### config.mk
export PLATFORM = sky130hd
export DESIGN_NAME = mau_div_step
export DESIGN_NICKNAME = d
export VERILOG_FILES = /design/src/hdl/mau_pkg.sv /design/src/hdl/mau_div_step.sv
export SDC_FILE = /design/constraint.sdc
export NUM_CORES = 1
export LEC_CHECK = 0
export ABC_AREA = 1
export BUFFER_PORTS_ARGS = -buffer_cell sky130_fd_sc_hd__buf_2
export CAP_MARGIN = 20
export CORE_AREA = 2 2 316 318
export CTS_BUF_LIST = sky130_fd_sc_hd__clkbuf_4 sky130_fd_sc_hd__clkbuf_8
export CTS_CLUSTER_DIAMETER = 120
export DETAILED_ROUTE_END_ITERATION = 8
export DIE_AREA = 0 0 318 320
export GPL_TIMING_DRIVEN = 0
export PLACE_DENSITY = 0.61
export SYNTH_ARGS = -nofsm -noshare
export SYNTH_HDL_FRONTEND = slang
export SYNTH_SLANG_ARGS = --single-unit
### constraint.sdc
create_clock -name clk -period 5.4 [get_ports clk]
set_input_delay 1.08 -clock clk [delete_from_list [all_inputs] [get_ports clk]]
set_output_delay 1.08 -clock clk [all_outputs]
set_load 0.01 [all_outputs]
### src/hdl/mau_pkg.sv
`timescale 1ns / 1ps
// ----------------------------------------------------------------------------
// mau_pkg: shared types, codes and helpers for the 2x2 matrix arithmetic unit
// Holds the command codes, the stage transaction structs and saturation helpers.
// ----------------------------------------------------------------------------
package mau_pkg;

  // command codes
  localparam logic [2:0] CMD_ADD = 3'd0;
  localparam logic [2:0] CMD_SUB = 3'd1;
  localparam logic [2:0] CMD_MUL = 3'd2;
  localparam logic [2:0] CMD_DET = 3'd3;
  localparam logic [2:0] CMD_INV = 3'd4;

  // restoring divider: quotient bits produced per item
  localparam int QuoBits   = 17;
  localparam int DivStages = (QuoBits + 1) / 2;

  // matrix of four Q8.8 elements, index 0 = r0c0, 1 = r0c1, 2 = r1c0, 3 = r1c1
  typedef logic [3:0][15:0] mat_t;

  // product stage transaction
  typedef struct packed {
    logic [2:0]        cmd;
    logic [9:0][31:0]  prod;   // eight matrix products, then a00*a11, a01*a10
    mat_t              addsub; // saturated add or subtract result
    mat_t              a;      // matrix A, kept for the inverse numerators
  } prod_t;

  // fields that ride along the divider
  typedef struct packed {
    logic        inv;   // inverse of a non-singular matrix
    mat_t        res;   // result matrix for every other case
    logic [31:0] det;
    logic        ok;
    logic [31:0] dsr;   // |determinant|
  } side_t;

  // one divider lane
  typedef struct packed {
    logic [31:0] rem;
    logic [16:0] dvd;   // dividend bits still to shift in
    logic [16:0] quo;
    logic        neg;
    logic        ovf;   // quotient magnitude beyond 17 bits
  } lane_t;

  typedef lane_t [3:0] lanes_t;

  function automatic logic [15:0] sat16(input logic signed [33:0] v);
    logic [15:0] r;
    if (v > 34'sd32767) begin
      r = 16'h7fff;
    end else if (v < -34'sd32768) begin
      r = 16'h8000;
    end else begin
      r = v[15:0];
    end
    return r;
  endfunction

  function automatic logic [31:0] sat32(input logic signed [32:0] v);
    logic [31:0] r;
    if (v > 33'sd2147483647) begin
      r = 32'h7fff_ffff;
    end else if (v < -33'sd2147483648) begin
      r = 32'h8000_0000;
    end else begin
      r = v[31:0];
    end
    return r;
  endfunction

endpackage

### src/hdl/mau_div_step.sv
`timescale 1ns / 1ps
// ----------------------------------------------------------------------------
// mau_div_step: one stage of the restoring divider
// Retires STEPS quotient bits in each of the four lanes, carrying the item.
// ----------------------------------------------------------------------------
module mau_div_step import mau_pkg::*; #(
  parameter int STEPS = 2
) (
  input  logic   clk,
  input  logic   rst,
  input  logic   en,
  input  logic   in_valid,
  input  side_t  in_side,
  input  lanes_t in_lanes,
  output logic   out_valid,
  output side_t  out_side,
  output lanes_t out_lanes
);

  lanes_t lanes_next;

  // shift, compare, subtract per quotient bit
  always_comb begin
    lane_t       l;
    logic [32:0] r2;
    for (int k = 0; k < 4; k++) begin
      l = in_lanes[k];
      for (int s = 0; s < STEPS; s++) begin
        r2    = {l.rem, l.dvd[16]};
        l.dvd = {l.dvd[15:0], 1'b0};
        if (r2 >= {1'b0, in_side.dsr}) begin
          l.rem = 32'(r2 - {1'b0, in_side.dsr});
          l.quo = {l.quo[15:0], 1'b1};
        end else begin
          l.rem = r2[31:0];
          l.quo = {l.quo[15:0], 1'b0};
        end
      end
      lanes_next[k] = l;
    end
  end

  always_ff @(posedge clk) begin
    if (rst) begin
      out_valid <= 1'b0;
    end else if (en) begin
      out_valid <= in_valid;
    end
  end

  always_ff @(posedge clk) begin
    if (en) begin
      out_side  <= in_side;
      out_lanes <= lanes_next;
    end
  end

endmodule
---- Yosys cells after proc, flatten, opt, wreduce, memory -nomap -nowiden ----
Index checks and enable logic that the tools add are counted.
operators by class
  mux-type cells .......................... 16
  $add $sub $neg .......................... 8
  magnitude comparators ................... 8
operators by type and width
  operator                                      number
  greater-or-equal comparator 33 x 32 -> 1 bit  8
  two-way mux 32 bit                            8
  subtractor 32 bit                             8
  two-way mux 1 bit                             8
storage, ports and cells
  register bits ........................... 395
  input bits .............................. 406
  logic and storage cells ................. 61

---- Longest topological paths before layout ----
  depth after elaboration ................. 4
  mapped depth ............................ 31
  depth with buffers taken out ............ 30

---- Least setup slack after synthesis ----
OpenSTA, ideal clock, no wires.
  path type ............................... input -> register
  start point ............................. in in_side[1] (netlist bit)
  end point ............................... reg out_lanes[249] (netlist bit), data pin
  stages .................................. 28
  required time ........................... 5.147 ns
  data arrival time ....................... 4.528 ns
  path buffers ............................ 2
  setup slack ............................. 0.619 ns
  cells stage by stage .................... inv_1 -> ha_1 -> nand2_1 -> nor2_1 -> nand2_1 -> nor2_1 -> nand2_1 -> nand2_1 -> a21oi_2 -> nand2_4 -> inv_2 -> buf_4 -> nand2_1 -> nand2_1 -> ha_1 -> a21oi_1 -> nand2_1 -> nand3_1 -> nand2_1 -> nand2_1 -> nand2_1 -> nand4_1 -> nand2_1 -> nand2_1 -> nand3_2 -> buf_6 -> nand2_1 -> nand2_1
RTL lines
  what                    line                text
  start: declaration      mau_div_step.sv:13  input side_t in_side,
  end signal: assignment  mau_div_step.sv:54  out_lanes <= lanes_next;
  end: declaration        mau_div_step.sv:17  output lanes_t out_lanes

==> results.md <==
- Final min period: around 5.3 ns
- Worst hold path type: primary input to register
- Area grow syn2layout: 26.5%
- Overall via count from detail_route: approximately 37k
- # rows: around 120
- Final ANT Viol Nets: 0
- Total congestion overflow: 0
- Tcrit/Tclk final: about 97%
- Max-slew headroom: 39.6%
- Reg2reg end: out_valid$_SDFFE_PP0P_
- Drc violations: 0
- Clk_skew: 0 ns
- Worst-Margin Slew: slightly above 0.9 ns
- WS Path Type: primary input to register
- Critical path endpoint category: register
- Crit path launch: in_side[20]
- PwrDens: between 300 and 400 nW/µm²
- Pleak: ~22 nW
- Vias in the first global route: between 30k and 40k
- Initial antenna violation count: between 40 and 50
- Die area: 102000 µm²
- H-tree levels: 3
- Core area: slightly below 100000 µm²
- Syn. warnings: 0
- Met3 wire len: 16800 µm
- Layout cell share with drive strength beyond 1: about 22%
- Largest net degree at the start of global routing: 110
- Filler instances: ~10k
- DR iter-0 viols: 3459
- Pins Over Slew Limit: 0
- Top achievable clock speed: around 0.19 GHz
- DR WL/cell: 25.5 µm
- Footprint of the multi-input gates: 18900 µm²
- CP max-delay cell: ha_1
- Crit-path max FO: 10
- Outcome: complete, no violations
- Post-Route Setup TNS: 0 ns
- Syn_area_per_cell: a little over 7 µm²
- Hold path depth: 1
- Clock slew at reported path FFs: roughly 0.060 ns
- CTS sink count: around 400
- Reg2Reg Depth: 2
- Num CTS Buffers: roughly 70
- Die Ht: 320 µm
- GPL Wtd Cong: between 1 and 1.5
- Worst VDD drop: approximately 0.00021 V
- #FFs+latches synth: 395
- Register Area: about 12000 µm²
- Fin nets: around 6.4k
- Metal-1 WL: between 70000 and 80000 µm
- Critical Path AT: around 5.7 ns
- Max layer used: met5
- Seq/Total Area, Yosys: 35.4%
- Post-Synthesis Cells: 4700
- Max Root-Sink Buffers: 3
- Clock Latency Late Sink: around 0.7 ns
- Req. time, crit path: between 5 and 6 ns
- Tot GR Track Use: 34.1%
- Detailed Route WL: around 180000 µm
- Worst Setup EP: out_lanes[123]$_DFFE_PP_
- CTS tree: yes
- Initial Utilization: around a third
- Netlist cell types: 47
- Post-placement cell area: between 30000 and 40000 µm²
- Max-cap violations: 0
- Hold Vio Cnt, Final: 0
- Register-to-register setup slack: 4.80 ns
- Met2 wire length: a little under 80000 µm
- Max stage delay on crit path: ~0.43 ns
- Clock root cell: clkbuf_8
- Most used cell, CP: nand2_1
- HPWL Detailed: about 150000 µm
- Hold Buf Count CTS: 0
- DR pass1 iterations: 5
- Die Wd: 318 µm
- IO buf count: between 700 and 800
- Ports: roughly 810
- Worst r2r src: out_valid$_SDFFE_PP0P_
- Finished layout cell area: between 40000 and 50000 µm²
- Setup violators final: 0
- Mapped Area: 33500 µm²
- First-pass GRT wire length: between 200000 and 250000 µm
- Startpoint types: primary input
- Vias per std cell: around 5.2
power breakdown:
| part | switching (mW) | internal [mW] | total (mW) |
|---|---|---|---|
| clock network | 1.43 | 1.63 | 3.06 |
| logic | 4.38 | 2.08 | 6.46 |
| registers | 0.174 | 4.03 | 4.20 |
registers in the layout, summed over array words and instances (netlist names):
register / cells
out_valid: 1
out_side: 130
out_lanes: 264
synth_stat cells (all sizes together):
cell type,instances,area [µm²]
edfxtp,394,11800
nand4,66,413
buf,59,541
nand3b,44,330
xnor2,16,140
clkbuf,7,30.0
conb,1,3.75
o21bai,36,270
o21ai,97,485
ha,256,3200
clkinv,1,3.75
fa,8,160
o211ai,13,97.6
a21boi,6,45.0
nor4,9,62.6
nand2,1786,6810
and3,7,43.8
or3,1,6.26
xor2,96,841
o21a,5,37.5
inv,653,2460
and2,16,100
nor3,31,155
a21o,30,225
nor2,334,1320
nand3,417,2180
or2,59,369
a21oi,231,1190
dfxtp,1,20.0
a31oi,19,119
mux2i,1,10.0
layer usage:
layer	vias up	GRT usage, %
li1	17300	-
met4	38	18.6
met1	17200	42.4
met3	402	9.56
met2	1726	53.4
met5	-	0
worst max-delay path, delay by kind of cell:
family                   cells  cell delay (ns)
adder cells (fa/ha/maj)      2             0.76
buffers and inverters        6             0.83
AND/OR/NAND/NOR             22             2.78
AO/OA/AOI/OAI                1             0.18
cell families after synthesis:
family                   Yosys count  share of synthesized area [%]
AND/OR/NAND/NOR                 2770                           35.2
buffers and inverters            720                           9.05
AO/OA/AOI/OAI                    437                           7.38
flip-flops                       395                           35.4
adder cells (fa/ha/maj)          264                           10.0
XOR/XNOR                         112                           2.93
other                              1                         0.0112
multiplexers                       1                         0.0299
layout make-up:
class                      count  share of cell area, %
multi-input combinational   3592                   44.5
sequential                   395                   28.0
timing repair buffer         901                   12.7
inverter                     654                   6.09
tap                         1287                   3.80
clock buffer                  96                   2.79
buffer                        65                   1.39
clock inverter                30                  0.688
antenna                       18                  0.106
stage by stage:
stage | std cells | util [%] | total power [mW] | hold WS, ns | worst slack [ns]
floorplan | 4707 | - | 7.86 | 0.528 | 0.619
global placement | 6786 | 39.9 | 10.4 | 0.478 | -3.04
detailed placement | 6797 | 40.2 | 10.4 | 0.489 | -1.39
CTS | 7016 | 43.0 | 13.6 | 0.434 | 0.00560
global route | 7022 | 43.2 | 14.4 | 0.453 | -0.0320
finish | 7038 | 43.2 | 13.7 | 0.506 | 0.139
what timing repair did:
| item | in CTS | in global routing |
|---|---|---|
| buffers inserted | 93 | 5 |
| gates resized for setup | 50 | 58 |
| endpoints found under the setup margin | 129 | 132 |
| pin swaps | 0 | 4 |
worst min path at each step:
stage	startpoint	end	slack (ns)
after floorplan	out_valid$_SDFFE_PP0P_	out_valid$_SDFFE_PP0P_	0.53
after global placement	out_valid$_SDFFE_PP0P_	out_valid$_SDFFE_PP0P_	0.48
after detailed placement	out_valid$_SDFFE_PP0P_	out_valid$_SDFFE_PP0P_	0.49
after CTS	in_lanes[16]	out_lanes[18]$_DFFE_PP_	0.43
after global routing	in_lanes[28]	out_lanes[30]$_DFFE_PP_	0.45
final	in_lanes[16]	out_lanes[18]$_DFFE_PP_	0.51
cell usage in the layout, fill, tap and decap left out, types with 89 or more instances in the layout:
master	count
ha_1	246
inv_1	613
nand2_1	1751
edfxtp_1	394
nand3_1	402
buf_4	89
a21oi_1	217
xor2_1	96
nor2_1	306
buf_2	798
Note: power is estimated with default switching activity, not from simulation.
