## src/hdl/mau_pkg.sv

```systemverilog
`timescale 1ns / 1ps
// ----------------------------------------------------------------------------
// mau_pkg: shared types, codes and helpers for the 2x2 matrix arithmetic unit
// Holds the command codes, the stage transaction structs and saturation helpers.
// ----------------------------------------------------------------------------
package mau_pkg;

  // command codes
  localparam logic [2:0] CMD_ADD = 3'd0;
  localparam logic [2:0] CMD_SUB = 3'd1;
  localparam logic [2:0] CMD_MUL = 3'd2;
  localparam logic [2:0] CMD_DET = 3'd3;
  localparam logic [2:0] CMD_INV = 3'd4;

  // restoring divider: quotient bits produced per item
  localparam int QuoBits   = 17;
  localparam int DivStages = (QuoBits + 1) / 2;

  // matrix of four Q8.8 elements, index 0 = r0c0, 1 = r0c1, 2 = r1c0, 3 = r1c1
  typedef logic [3:0][15:0] mat_t;

  // product stage transaction
  typedef struct packed {
    logic [2:0]        cmd;
    logic [9:0][31:0]  prod;   // eight matrix products, then a00*a11, a01*a10
    mat_t              addsub; // saturated add or subtract result
    mat_t              a;      // matrix A, kept for the inverse numerators
  } prod_t;

  // fields that ride along the divider
  typedef struct packed {
    logic        inv;   // inverse of a non-singular matrix
    mat_t        res;   // result matrix for every other case
    logic [31:0] det;
    logic        ok;
    logic [31:0] dsr;   // |determinant|
  } side_t;

  // one divider lane
  typedef struct packed {
    logic [31:0] rem;
    logic [16:0] dvd;   // dividend bits still to shift in
    logic [16:0] quo;
    logic        neg;
    logic        ovf;   // quotient magnitude beyond 17 bits
  } lane_t;

  typedef lane_t [3:0] lanes_t;

  function automatic logic [15:0] sat16(input logic signed [33:0] v);
    logic [15:0] r;
    if (v > 34'sd32767) begin
      r = 16'h7fff;
    end else if (v < -34'sd32768) begin
      r = 16'h8000;
    end else begin
      r = v[15:0];
    end
    return r;
  endfunction

  function automatic logic [31:0] sat32(input logic signed [32:0] v);
    logic [31:0] r;
    if (v > 33'sd2147483647) begin
      r = 32'h7fff_ffff;
    end else if (v < -33'sd2147483648) begin
      r = 32'h8000_0000;
    end else begin
      r = v[31:0];
    end
    return r;
  endfunction

endpackage

```

## src/hdl/mau_combine.sv

```systemverilog
`timescale 1ns / 1ps
// ----------------------------------------------------------------------------
// mau_combine: sum, select and divider setup
// Two register stages: product sums and result select, then divisor and
// numerator magnitudes with the overflow check that seeds the divider.
// ----------------------------------------------------------------------------
module mau_combine import mau_pkg::*; (
  input  logic   clk,
  input  logic   rst,
  input  logic   en,
  input  logic   in_valid,
  input  prod_t  in_data,
  output logic   out_valid,
  output side_t  out_side,
  output lanes_t out_lanes
);

  // stage 2 registers
  logic                    s2_valid;
  logic                    s2_inv;
  mat_t                    s2_res;
  logic [31:0]             s2_det;
  logic                    s2_ok;
  logic signed [32:0]      s2_d;
  logic [3:0][16:0]        s2_num;

  logic                    s2_inv_next;
  mat_t                    s2_res_next;
  logic [31:0]             s2_det_next;
  logic                    s2_ok_next;
  logic signed [32:0]      s2_d_next;
  logic [3:0][16:0]        s2_num_next;

  side_t                   side_next;
  lanes_t                  lanes_next;

  // product sums, rounding toward zero, and result select
  always_comb begin
    logic signed [32:0] s;
    logic signed [32:0] t;
    mat_t               mul;
    s2_d_next = $signed({in_data.prod[8][31], in_data.prod[8]})
              - $signed({in_data.prod[9][31], in_data.prod[9]});
    for (int k = 0; k < 4; k++) begin
      s = $signed({in_data.prod[2*k][31], in_data.prod[2*k]})
        + $signed({in_data.prod[2*k+1][31], in_data.prod[2*k+1]});
      t = s + (s[32] ? 33'sd255 : 33'sd0);
      mul[k] = sat16(34'(t >>> 8));
    end
    s2_num_next[0] = {in_data.a[3][15], in_data.a[3]};
    s2_num_next[1] = 17'(-$signed({in_data.a[1][15], in_data.a[1]}));
    s2_num_next[2] = 17'(-$signed({in_data.a[2][15], in_data.a[2]}));
    s2_num_next[3] = {in_data.a[0][15], in_data.a[0]};
    s2_inv_next = 1'b0;
    s2_res_next = '0;
    s2_det_next = '0;
    s2_ok_next  = 1'b1;
    case (in_data.cmd) inside
      CMD_ADD, CMD_SUB: s2_res_next = in_data.addsub;
      CMD_MUL:          s2_res_next = mul;
      CMD_DET:          s2_det_next = sat32(s2_d_next);
      CMD_INV: begin
        if (s2_d_next == 33'sd0) begin
          s2_ok_next = 1'b0;
        end else begin
          s2_inv_next = 1'b1;
          s2_det_next = sat32(s2_d_next);
        end
      end
      default:          s2_ok_next = 1'b0;
    endcase
  end

  // magnitudes and divider seed
  always_comb begin
    logic [32:0] dabs;
    logic [16:0] mag;
    dabs = s2_d[32] ? 33'(-s2_d) : s2_d;
    side_next.inv = s2_inv;
    side_next.res = s2_res;
    side_next.det = s2_det;
    side_next.ok  = s2_ok;
    side_next.dsr = dabs[31:0];
    for (int k = 0; k < 4; k++) begin
      mag = s2_num[k][16] ? 17'(-$signed(s2_num[k])) : s2_num[k];
      lanes_next[k].rem = {16'd0, mag[16:1]};
      lanes_next[k].dvd = {mag[0], 16'd0};
      lanes_next[k].quo = '0;
      lanes_next[k].neg = s2_num[k][16] ^ s2_d[32];
      lanes_next[k].ovf = ({16'd0, mag[16:1]} >= dabs[31:0]);
    end
  end

  always_ff @(posedge clk) begin
    if (rst) begin
      s2_valid  <= 1'b0;
      out_valid <= 1'b0;
    end else if (en) begin
      s2_valid  <= in_valid;
      out_valid <= s2_valid;
    end
  end

  always_ff @(posedge clk) begin
    if (en) begin
      s2_inv    <= s2_inv_next;
      s2_res    <= s2_res_next;
      s2_det    <= s2_det_next;
      s2_ok     <= s2_ok_next;
      s2_d      <= s2_d_next;
      s2_num    <= s2_num_next;
      out_side  <= side_next;
      out_lanes <= lanes_next;
    end
  end

endmodule

```

## config.mk

```make
export PLATFORM = sky130hd
export DESIGN_NAME = mau_combine
export DESIGN_NICKNAME = d
export VERILOG_FILES = /design/src/hdl/mau_pkg.sv /design/src/hdl/mau_combine.sv
export SDC_FILE = /design/constraint.sdc
export NUM_CORES = 1
export LEC_CHECK = 0
export ABC_CLOCK_PERIOD_IN_PS = 9400
export BUFFER_PORTS_ARGS = -buffer_cell sky130_fd_sc_hd__buf_2
export CAP_MARGIN = 20
export CORE_AREA = 2 2 335 337
export DETAILED_ROUTE_END_ITERATION = 16
export DIE_AREA = 0 0 337 339
export PLACE_DENSITY = 0.56
export SLEW_MARGIN = 0
export SYNTH_ARGS = -nofsm -noshare
export SYNTH_HDL_FRONTEND = slang
export SYNTH_SLANG_ARGS = --single-unit
```

## constraint.sdc

```tcl
create_clock -name clk -period 9.4 [get_ports clk]
set_input_delay 0.47 -clock clk [delete_from_list [all_inputs] [get_ports clk]]
set_output_delay 0.47 -clock clk [all_outputs]
set_load 0.01 [all_outputs]
```

# After elaboration in Yosys (flattened, before gate mapping)
# Index checks and enable logic that the tools add are counted.
[totals] input_bits=455 wordCells=107 out_inout_bits=403 register_bits=405
[classes] order_cmp=14 n_bitwise=4 n_mux=26 n_addsub=16 n_eq_ne=4 n_reduce_logical=5
[op_table] operator="$mux 32" n=6
[op_table] operator="$add 32x32->33" n=4
[op_table] operator="$add 33x9->33" n=4
[op_table] operator="$ge 16x32->1" n=4
[op_table] operator="$mux 16" n=8
[op_table] operator="$mux 64" n=2
[op_table] operator="$gt 25x16->1 const B" n=4
[op_table] operator="$lt 25x16->1 const B" n=4
[op_table] operator="$mux 17" n=4
[op_table] operator="$neg 16->17" n=4
[op_table] operator="$neg 17->17" n=2
[op_table] operator="$gt 33x32->1 const B" n=1
[op_table] operator="$logic_not 33->1" n=1
[op_table] operator="$lt 33x32->1 const B" n=1
[op_table] operator="$sub 32x32->33" n=1
[op_table] operator="$mux 8" n=4
[op_table] operator="$neg 32->32" n=1
[op_table] operator="$eq 3x2->1 const B" n=2
[op_table] operator="$reduce_or 4->1" n=1
[op_table] operator="$xor 1x1->1" n=4
[op_table] operator="$eq 3x1->1 const B" n=1
[op_table] operator="$eq 3x3->1 const B" n=1
[op_table] operator="$logic_not 3->1" n=1
[op_table] operator="$reduce_or 3->1" n=1
[op_table] operator="2 further kinds" n=3

# Longest topological paths before layout
# Gate-level depths: netlist of run 1.
[depth] ltp_word=8 mapped_depth=19 depth_no_buf=18

# Least setup slack after synthesis of run 1
# No wires, ideal clock.
[synth_path] kind="input -> register" startpoint="input port in_data[384] (netlist bit)" endpoint="register s2_det[10] (data pin)" arrival_time_ns=3.919 path_stages=17 path_buffers=1 setup_ns=0.270 required_time_ns=9.130 setup_slack_ns=5.210 cell_sequence="inv_1 -> ha_1 -> inv_1 -> fa_1 -> a21o_1 -> a21oi_1 -> o21ai_1 -> a21o_1 -> and3_1 -> or4_1 -> or4b_1 -> nor4_1 -> and4_1 -> nand4_2 -> nand2_2 -> buf_2 -> a21oi_1"
[synth_via] elab_chain_len=7 word_cells_on_any_way=9 cone_classes="1 x add/sub; 2 x order compare; 5 x mux; 1 x reduce/logical"
[synth_lines] item="start: declaration" line="mau_combine.sv:12" text="input prod_t in_data,"
[synth_lines] item="$sub 32x32->33 (*)" line="mau_combine.sv:43" text="- $signed({in_data.prod[9][31], in_data.prod[9]});"
[synth_lines] item="via s2_d_next[14]" line="mau_combine.sv:31" text="logic signed [32:0] s2_d_next;"
[synth_lines] item="$lt 33x32->1" line="mau_pkg.sv:66" text="end else if (v < -33'sd2147483648) begin"
[synth_lines] item="$mux 32" line="mau_pkg.sv:66"
[synth_lines] item="$mux 32" line="mau_pkg.sv:64" text="if (v > 33'sd2147483647) begin"
[synth_lines] item="$mux 32" line="mau_combine.sv:63" text="if (s2_d_next == 33'sd0) begin"
[synth_lines] item="$mux 32" line="mau_combine.sv:58" text="case (in_data.cmd) inside"
[synth_lines] item="$mux 32 (*)" line="mau_combine.sv:58"
[synth_lines] item="end signal: assignment" line="mau_combine.sv:108" text="s2_det <= s2_det_next;"
[synth_lines] item="end: declaration" line="mau_combine.sv:22" text="logic [31:0] s2_det;"
# Mark *: on every way through the listed nets, which the timed path passes. The rest lies on a longest branch.
# A chain may end at the register's enable or synchronous reset.

==> results.toml, run 1 <==
[layout]
fillers = 11400
nNetsFinal = 4401
mostFrequentLayoutCells = "660 x buf_2, 403 x edfxtp_1, 237 x nand2_1, 231 x ha_1"
utilization = 0.332
regArea_sq_mm = 0.0121
multi_input_comb_area_sq_mm = 0.0166
area_growth_pct = 20.7
final_common_cell = "buf_2"
drive_gt1_frac = 0.220

[setup_path]
crit_end = "s2_res[30]$_DFFE_PP_"
crit_path_end_kind = "flip-flop"
ff2ff_setup_slack_ns = 5.19
rr_startpoint = "s2_d[0]$_DFFE_PP_"
cp-start-kind = "input port"
cp_data_arrival_time_ns = 5.39
path_max_fanout = 15
worstSetupPathType = "input port to flip-flop"
reg2reg_depth = 17
rr_endpoint = "out_lanes[136]$_DFFE_PP_"
crit_path_start = "in_data[192]"
worstPathRequired_ns = 9.89

[global_routing]
grt.total_usage = 0.183
grt_pass1_vias = 24500
antenna_found_initial = 66
overflow = 0
grt_pass1_wl_um = 157000
grt_max_degree = 95

[timing]
worst_pin_slew_ns = 1.11
final.setup.worst_slack_ns = 4.50
rsz0062_at_grt = "false"
clock-skew-final_ns = 0.0252
setup_tns_ns = 0
slew_headroom = 0.259
finalSetupViolCount = 0
finalCriticalPeriod_ns = 4.90
drv_slew = 0
hold_viol = 0
finalCritPeriodShare = 0.521
timing.fmax_ghz = 0.204

[synth]
seq_area_frac_synth = 0.400
netlist_instances = 3039
netlist_area_sq_mm = 0.0304
yosysTopAreaCellShare = 0.398
synth_ff_type = "edfxtp_1"
yosys_warnings = 0
ys_ff_latch = 405
yosys.cell_types.count = 104
synthTopCellsByArea = "edfxtp_1 40%, ha_1 9.5%, xnor2_1 5.7%, buf_4 4.9%, a21oi_1 3.3%"
netlist.top_cell.by_area = "edfxtp_1"
synth-edff-count = 403
async_flop_share = 0
avgSynthCellArea_sq_um = 10.0

[cts]
cts_resized = 0
ctsLongestPathBuffers = 3
numCtsBuffers = 49
post_cts_buffers = 0
holdBufCountCts = 29
cts_tree = "done"
clk_latency_ns = 0.63
clk_pin_slew_ns = 0.06
cts_root_buf = "clkbuf_16"
clock-sinks = 405
ctsHtreeMaxLevel = 2

[power_and_ir_drop]
p_comb_frac = 0.299
swShare = 0.335
powerDensity_mw_per_mm2 = 173
clockPowerShare = 0.332
intPower_uw = 4220
seqPwrFrac = 0.369
ir_drop_mv = 0.120
p_total_uw = 6340
power_switching_uw = 2120
power_leakage_uw = 0.0155

[run]
drv_cap = 0

[die]
core_area_sq_mm = 0.110
num_rows = 122
ios = 858
die_area_sq_mm = 0.114
die-height_um = 339
initial_utilization = 0.275
die_w_um = 337

[route]
vias_per_cell = 4.89
drcViolationCount = 0
vias = 25700
final_antenna_net_count = 0
drtIter0Drc = 1768
dr.pass1.iters = 5
drt_wl_total_um = 110000
wl_per_cell_um = 20.9

[place]
gp_congestion = 0.923
io_buffers = 661
place_ws_ns = 3.90
dp_hpwl_um = 91100

[outcome]
outcome = "finished clean"

[hold_path]
hold_path.class = "input port to flip-flop"
-- critical path, cell delays in order --
cell	delay [ns]
buf_2	0.10
ha_1	0.20
inv_1	0.07
fa_1	0.19
and2b_4	0.21
o2111a_1	0.31
o31ai_1	0.68
a21oi_1	0.23
a211oi_2	0.50
nand4_2	0.32
nor4_4	0.44
nand4b_1	0.17
mux2i_1	0.15
a31o_2	0.22
a211oi_2	0.89
a221o_1	0.23
-- cells in the mapped netlist (9+ instances only) --
cell / n
o2111ai_1: 11
nor2b_1: 33
ha_1: 231
a21oi_1: 200
o211ai_1: 20
or4_1: 22
and3_1: 40
a31oi_1: 21
a221oi_1: 12
nand4_1: 39
or2_2: 13
o31ai_1: 34
nand3b_1: 9
nor4_1: 27
o21ai_0: 149
a211oi_1: 30
o21a_1: 29
a221o_1: 40
o311ai_1: 12
a21boi_0: 10
o31a_1: 13
a21o_1: 113
xor2_1: 87
and2_1: 28
nand3_1: 63
and4_1: 13
nor4b_1: 9
nor2_1: 134
xnor2_1: 199
or3_1: 29
o21ai_1: 9
o21bai_1: 24
nand2_1: 237
nand2b_1: 26
buf_4: 198
clkbuf_1: 58
buf_2: 24
nor3_1: 58
inv_1: 144
edfxtp_1: 403
-- registers in the layout (all words and copies together), names as in the netlist --
| signal | cells |
|---|---|
| s2_res | 64 |
| s2_d | 33 |
| s2_ok | 1 |
| s2_num | 66 |
| out_side | 130 |
| out_lanes | 76 |
| s2_inv | 1 |
| out_valid | 1 |
| s2_det | 32 |
| s2_valid | 1 |
-- metrics by stage --
stage | hold WS [ns] | area [sq um] | std cells
2_1_floorplan | 0.400 | 31100 | 3238
4_1_cts | 0.000544 | 36600 | 5238
3_5_place_dp | 0.405 | 34600 | 5118
6_report | 0.0659 | 36700 | 5257
3_3_place_gp | 0.401 | 34600 | 5118
5_1_grt | 0.0245 | 36600 | 5245
-- worst min path at each step --
stage | depth (start not counted) | slack (ns) | to | startpoint
4_1_cts | 1 | 0.0005 | s2_num[11]$_DFFE_PP_ | in_data[59]
2_1_floorplan | 0 | 0.40 | out_side[100]$_DFFE_PP_ | s2_res[35]$_DFFE_PP_
6_report | 1 | 0.07 | s2_num[12]$_DFFE_PP_ | in_data[60]
5_1_grt | 1 | 0.02 | s2_num[11]$_DFFE_PP_ | in_data[59]
3_3_place_gp | 0 | 0.40 | out_side[80]$_DFFE_PP_ | s2_res[15]$_DFFE_PP_
3_5_place_dp | 0 | 0.40 | out_side[113]$_DFFE_PP_ | s2_res[48]$_DFFE_PP_
-- power groups by stage --
stage | Combinational (uW) | Sequential (uW) | Clock (uW)
after floorplan | 1240 | 2380 | 0
after global placement | 1860 | 2380 | 0
after detailed placement | 1880 | 2380 | 0
after CTS | 1900 | 2350 | 2170
after global routing | 2100 | 2360 | 2230
final | 1900 | 2340 | 2100
-- metal layers --
| metal | wire, um | global-route usage | part of all wire | vias to the layer above |
|---|---|---|---|---|
| met5 | 507 | 0 | 0.0046 | - |
| met4 | 3800 | 0.0649 | 0.035 | 82 |
| met3 | 12100 | 0.0736 | 0.11 | 227 |
| met2 | 51300 | 0.304 | 0.47 | 895 |
| met1 | 42000 | 0.212 | 0.38 | 12100 |
| li1 | - | - | - | 12400 |
-- cell families after synthesis --
logic type                 after synthesis  synth area share
DFF                                    405             0.400
xor gates and xnor gates               287            0.0830
buffers and inverters                  427            0.0785
muxes                                   11           0.00375
other                                    1          0.000123
AOI/OAI and AO/OA                      840             0.191
adders and majority gates              242             0.100
and+or+nand+nor                        826             0.144
-- cell type report --
class	instances	share of cell area
inverters	145	0.0148
multi-input cells	2406	0.453
repair buffers	703	0.101
flip-flops and latches	405	0.331
clock buffers	51	0.0336
well taps	1488	0.0508
clock inverters	40	0.0142
diodes	19	0.00130
(Power assumes the default switching activity.)
==> inputs of run 2 (changes only) <==
Settings changed: ABC_AREA set to 1, ABC_CLOCK_PERIOD_IN_PS 9400 to 4680, CORE_AREA 2 2 335 337 to 2 2 336 338, DIE_AREA 0 0 337 339 to 0 0 338 340, PLACE_DENSITY 0.56 to 0.59.
Clock period 9.4 ns to 4.68 ns, I/O delays scaled along.
==> results.toml, run 2 <==
[global_routing]
grt_pass1_vias = 31900
grt.total_usage = 0.208
overflow = 0
grt_max_degree = 110
antenna_found_initial = 18
grt_pass1_wl_um = 185000

[timing]
rsz0062_at_grt = "false"
setup_tns_ns = 0
finalSetupViolCount = 0
hold_viol = 0
timing.fmax_ghz = 0.267
worst_pin_slew_ns = 1.01
drv_slew = 0
slew_headroom = 0.328
finalCriticalPeriod_ns = 3.75
clock-skew-final_ns = 0.0158
finalCritPeriodShare = 0.802

[die]
die-height_um = 340
die_area_sq_mm = 0.115
core_area_sq_mm = 0.112
num_rows = 123
die_w_um = 338
initial_utilization = 0.309
ios = 858

[place]
post_dp_cell_area_sq_mm = 0.0389
dp.cells = 6845
io_buffers = 661
gp_congestion = 0.951
dp_hpwl_um = 104000

[synth]
ys_ff_latch = 405
synth_ff_type = "edfxtp_1"
synth_commonest_cells = "1,477 x nand2_1, 645 x inv_1, 447 x nor2_1"
synth-edff-count = 403
netlist.top_cell.by_area = "edfxtp_1"
netlist_instances = 4702
seq_area_frac_synth = 0.352
yosys.cell_types.count = 71
synthTopCellsByArea = "edfxtp_1 35%, nand2_1 16%, ha_1 8.4%, inv_1 7.0%, nor2_1 4.9%"
yosys_warnings = 0
synth.most_common_cell = "nand2_1"
netlist_area_sq_mm = 0.0345
async_flop_share = 0
yosysTopAreaCellShare = 0.351
avgSynthCellArea_sq_um = 7.33

[layout]
fin_area_sq_mm = 0.0419
top_register = "out_side"
multi_input_comb_area_sq_mm = 0.0189
nNetsFinal = 6216
utilization = 0.376
regArea_sq_mm = 0.0121
fin_cells = 7075
largest_registers = "out_side: 130 flops, out_lanes: 76 flops, s2_num: 66 flops"
drive_gt1_frac = 0.157
final_common_cell = "nand2_1"
fillers = 11700
largest_reg_flops = 130
area_growth_pct = 21.6
mostFrequentLayoutCells = "1,477 x nand2_1, 660 x buf_2, 645 x inv_1, 445 x nor2_1, 403 x edfxtp_1"

[setup_path]
worstPathRequired_ns = 5.03
path_max_fanout = 4
reg2reg_depth = 16
worstSetupPathType = "flip-flop to flip-flop"
cp_data_arrival_time_ns = 4.10
rr_endpoint = "out_lanes[68]$_DFFE_PP_"
cp-start-kind = "flip-flop"
rr_startpoint = "s2_num[17]$_DFFE_PP_"
crit_path_end_kind = "flip-flop"
ff2ff_setup_slack_ns = 0.93

[route]
vias = 33100
wl_per_cell_um = 17.6
final_antenna_net_count = 0
drt_wl_total_um = 124000
dr.pass1.iters = 6
drcViolationCount = 0
drtIter0Drc = 2256
vias_per_cell = 4.68

[hold_path]
hold_depth = 3
hold_path.class = "input port to flip-flop"
hold_end = "s2_num[20]$_DFFE_PP_"
hp-start = "in_data[19]"

[cts]
clk_latency_ns = 0.62
ctsLongestPathBuffers = 3
cts_resized = 0
numCtsBuffers = 48
ctsHtreeMaxLevel = 2
clock-sinks = 405
cts_tree = "done"
clk_pin_slew_ns = 0.06
cts_root_buf = "clkbuf_16"

[power_and_ir_drop]
swShare = 0.377
clockPowerShare = 0.292
p_comb_frac = 0.355
powerDensity_mw_per_mm2 = 318
seqPwrFrac = 0.353
power_switching_uw = 5030
power_leakage_uw = 0.0205
ir_drop_mv = 0.271
intPower_uw = 8310

[outcome]
outcome = "finished clean"

[run]
drv_cap = 0
-- run 2: cell count changes after synthesis, sizes merged, moves of 35 or more --
| cell | delta |
|---|---|
| nor2 | +337 |
| a21oi | +37 |
| nand2 | +1269 |
| nand4 | +46 |
| nand3 | +196 |
| clkbuf | -37 |
| xnor2 | -132 |
| a221o | -40 |
| xor2 | +80 |
| o21ai | -38 |
| a21o | -95 |
| inv | +509 |
| and3 | -35 |
-- run 2: cell families (layout without fill, tap and decap cells) --
| family | Yosys count | after routing | share of synthesized area |
|---|---|---|---|
| AOI/OAI and AO/OA | 461 | 461 | 0.0773 |
| other | 1 | 211 | 0.000109 |
| and+or+nand+nor | 2471 | 2471 | 0.301 |
| adders and majority gates | 236 | 236 | 0.0868 |
| xor gates and xnor gates | 235 | 235 | 0.0619 |
| buffers and inverters | 893 | 1556 | 0.120 |
| DFF | 405 | 405 | 0.352 |
-- run 2: power groups by stage --
stage,sequential [uW],combinational (uW),clock [uW]
after global placement,4780,4580,0
after CTS,4710,4720,4010
after detailed placement,4780,4600,0
after floorplan,4790,3020,0
after global routing,4740,5320,4130
final,4710,4730,3900
-- run 2: stage by stage --
stage / setup WS [ns] / power (uW) / hold WS [ns]
after floorplan: 1.47 / 7800 / 0.303
after global placement: 0.448 / 9360 / 0.401
after detailed placement: 0.470 / 9380 / 0.405
after CTS: 0.904 / 13400 / 0.00405
after global routing: 0.539 / 14200 / 0.0485
final: 0.928 / 13300 / 0.0600
-- run 2: final cells by class --
type | count | area share
Multi-Input combinational cell | 3603 | 0.452
Sequential cell | 405 | 0.290
Timing Repair Buffer | 810 | 0.115
Inverter | 657 | 0.0589
Tap cell | 1500 | 0.0448
Clock buffer | 56 | 0.0311
Clock inverter | 33 | 0.00830
Antenna cell | 11 | 0.000657
-- run 2: worst max-delay path by stage --
stage                              start                      end  slack (ns)  cells past startpoint
floorplan                   in_data[128]     s2_res[10]$_DFFE_PP_        1.47                     23
global placement            in_data[256]     s2_res[38]$_DFFE_PP_        0.45                     26
detailed placement          in_data[256]     s2_res[39]$_DFFE_PP_        0.47                     26
CTS                 s2_num[17]$_DFFE_PP_  out_lanes[68]$_DFFE_PP_        0.90                     16
global route           s2_d[0]$_DFFE_PP_  out_lanes[68]$_DFFE_PP_        0.54                     14
finish              s2_num[17]$_DFFE_PP_  out_lanes[68]$_DFFE_PP_        0.93                     16
-- run 2: timing repair --
item | CTS | global route
buffers inserted | 0 | 0
hold buffers | 130 | 0
hold endpoints to repair | 128 | 0
-- run 2: metal layers --
| layer | vias to the layer above | part of all wire | GRT usage |
|---|---|---|---|
| met5 | - | 0.00047 | 0 |
| met4 | 10 | 0.027 | 0.0566 |
| met3 | 157 | 0.067 | 0.0333 |
| met2 | 1036 | 0.46 | 0.350 |
| met1 | 15300 | 0.45 | 0.276 |
| li1 | 16600 | - | - |
-- run 2: critical path, cell delays in order, from the launching register on --
cell and delay [ns]:
edfxtp_1 0.42, inv_1 0.08, ha_1 0.14, inv_1 0.05
nor3_1 0.19, nor3b_1 0.64, or2_2 0.23, xor2_1 0.42
ha_1 0.33, a21oi_1 0.13, o211ai_1 0.11, a21oi_1 0.15
o21ai_0 0.12, a21oi_1 0.15, nor2_1 0.06, a211oi_1 0.20
nor2_1 0.08
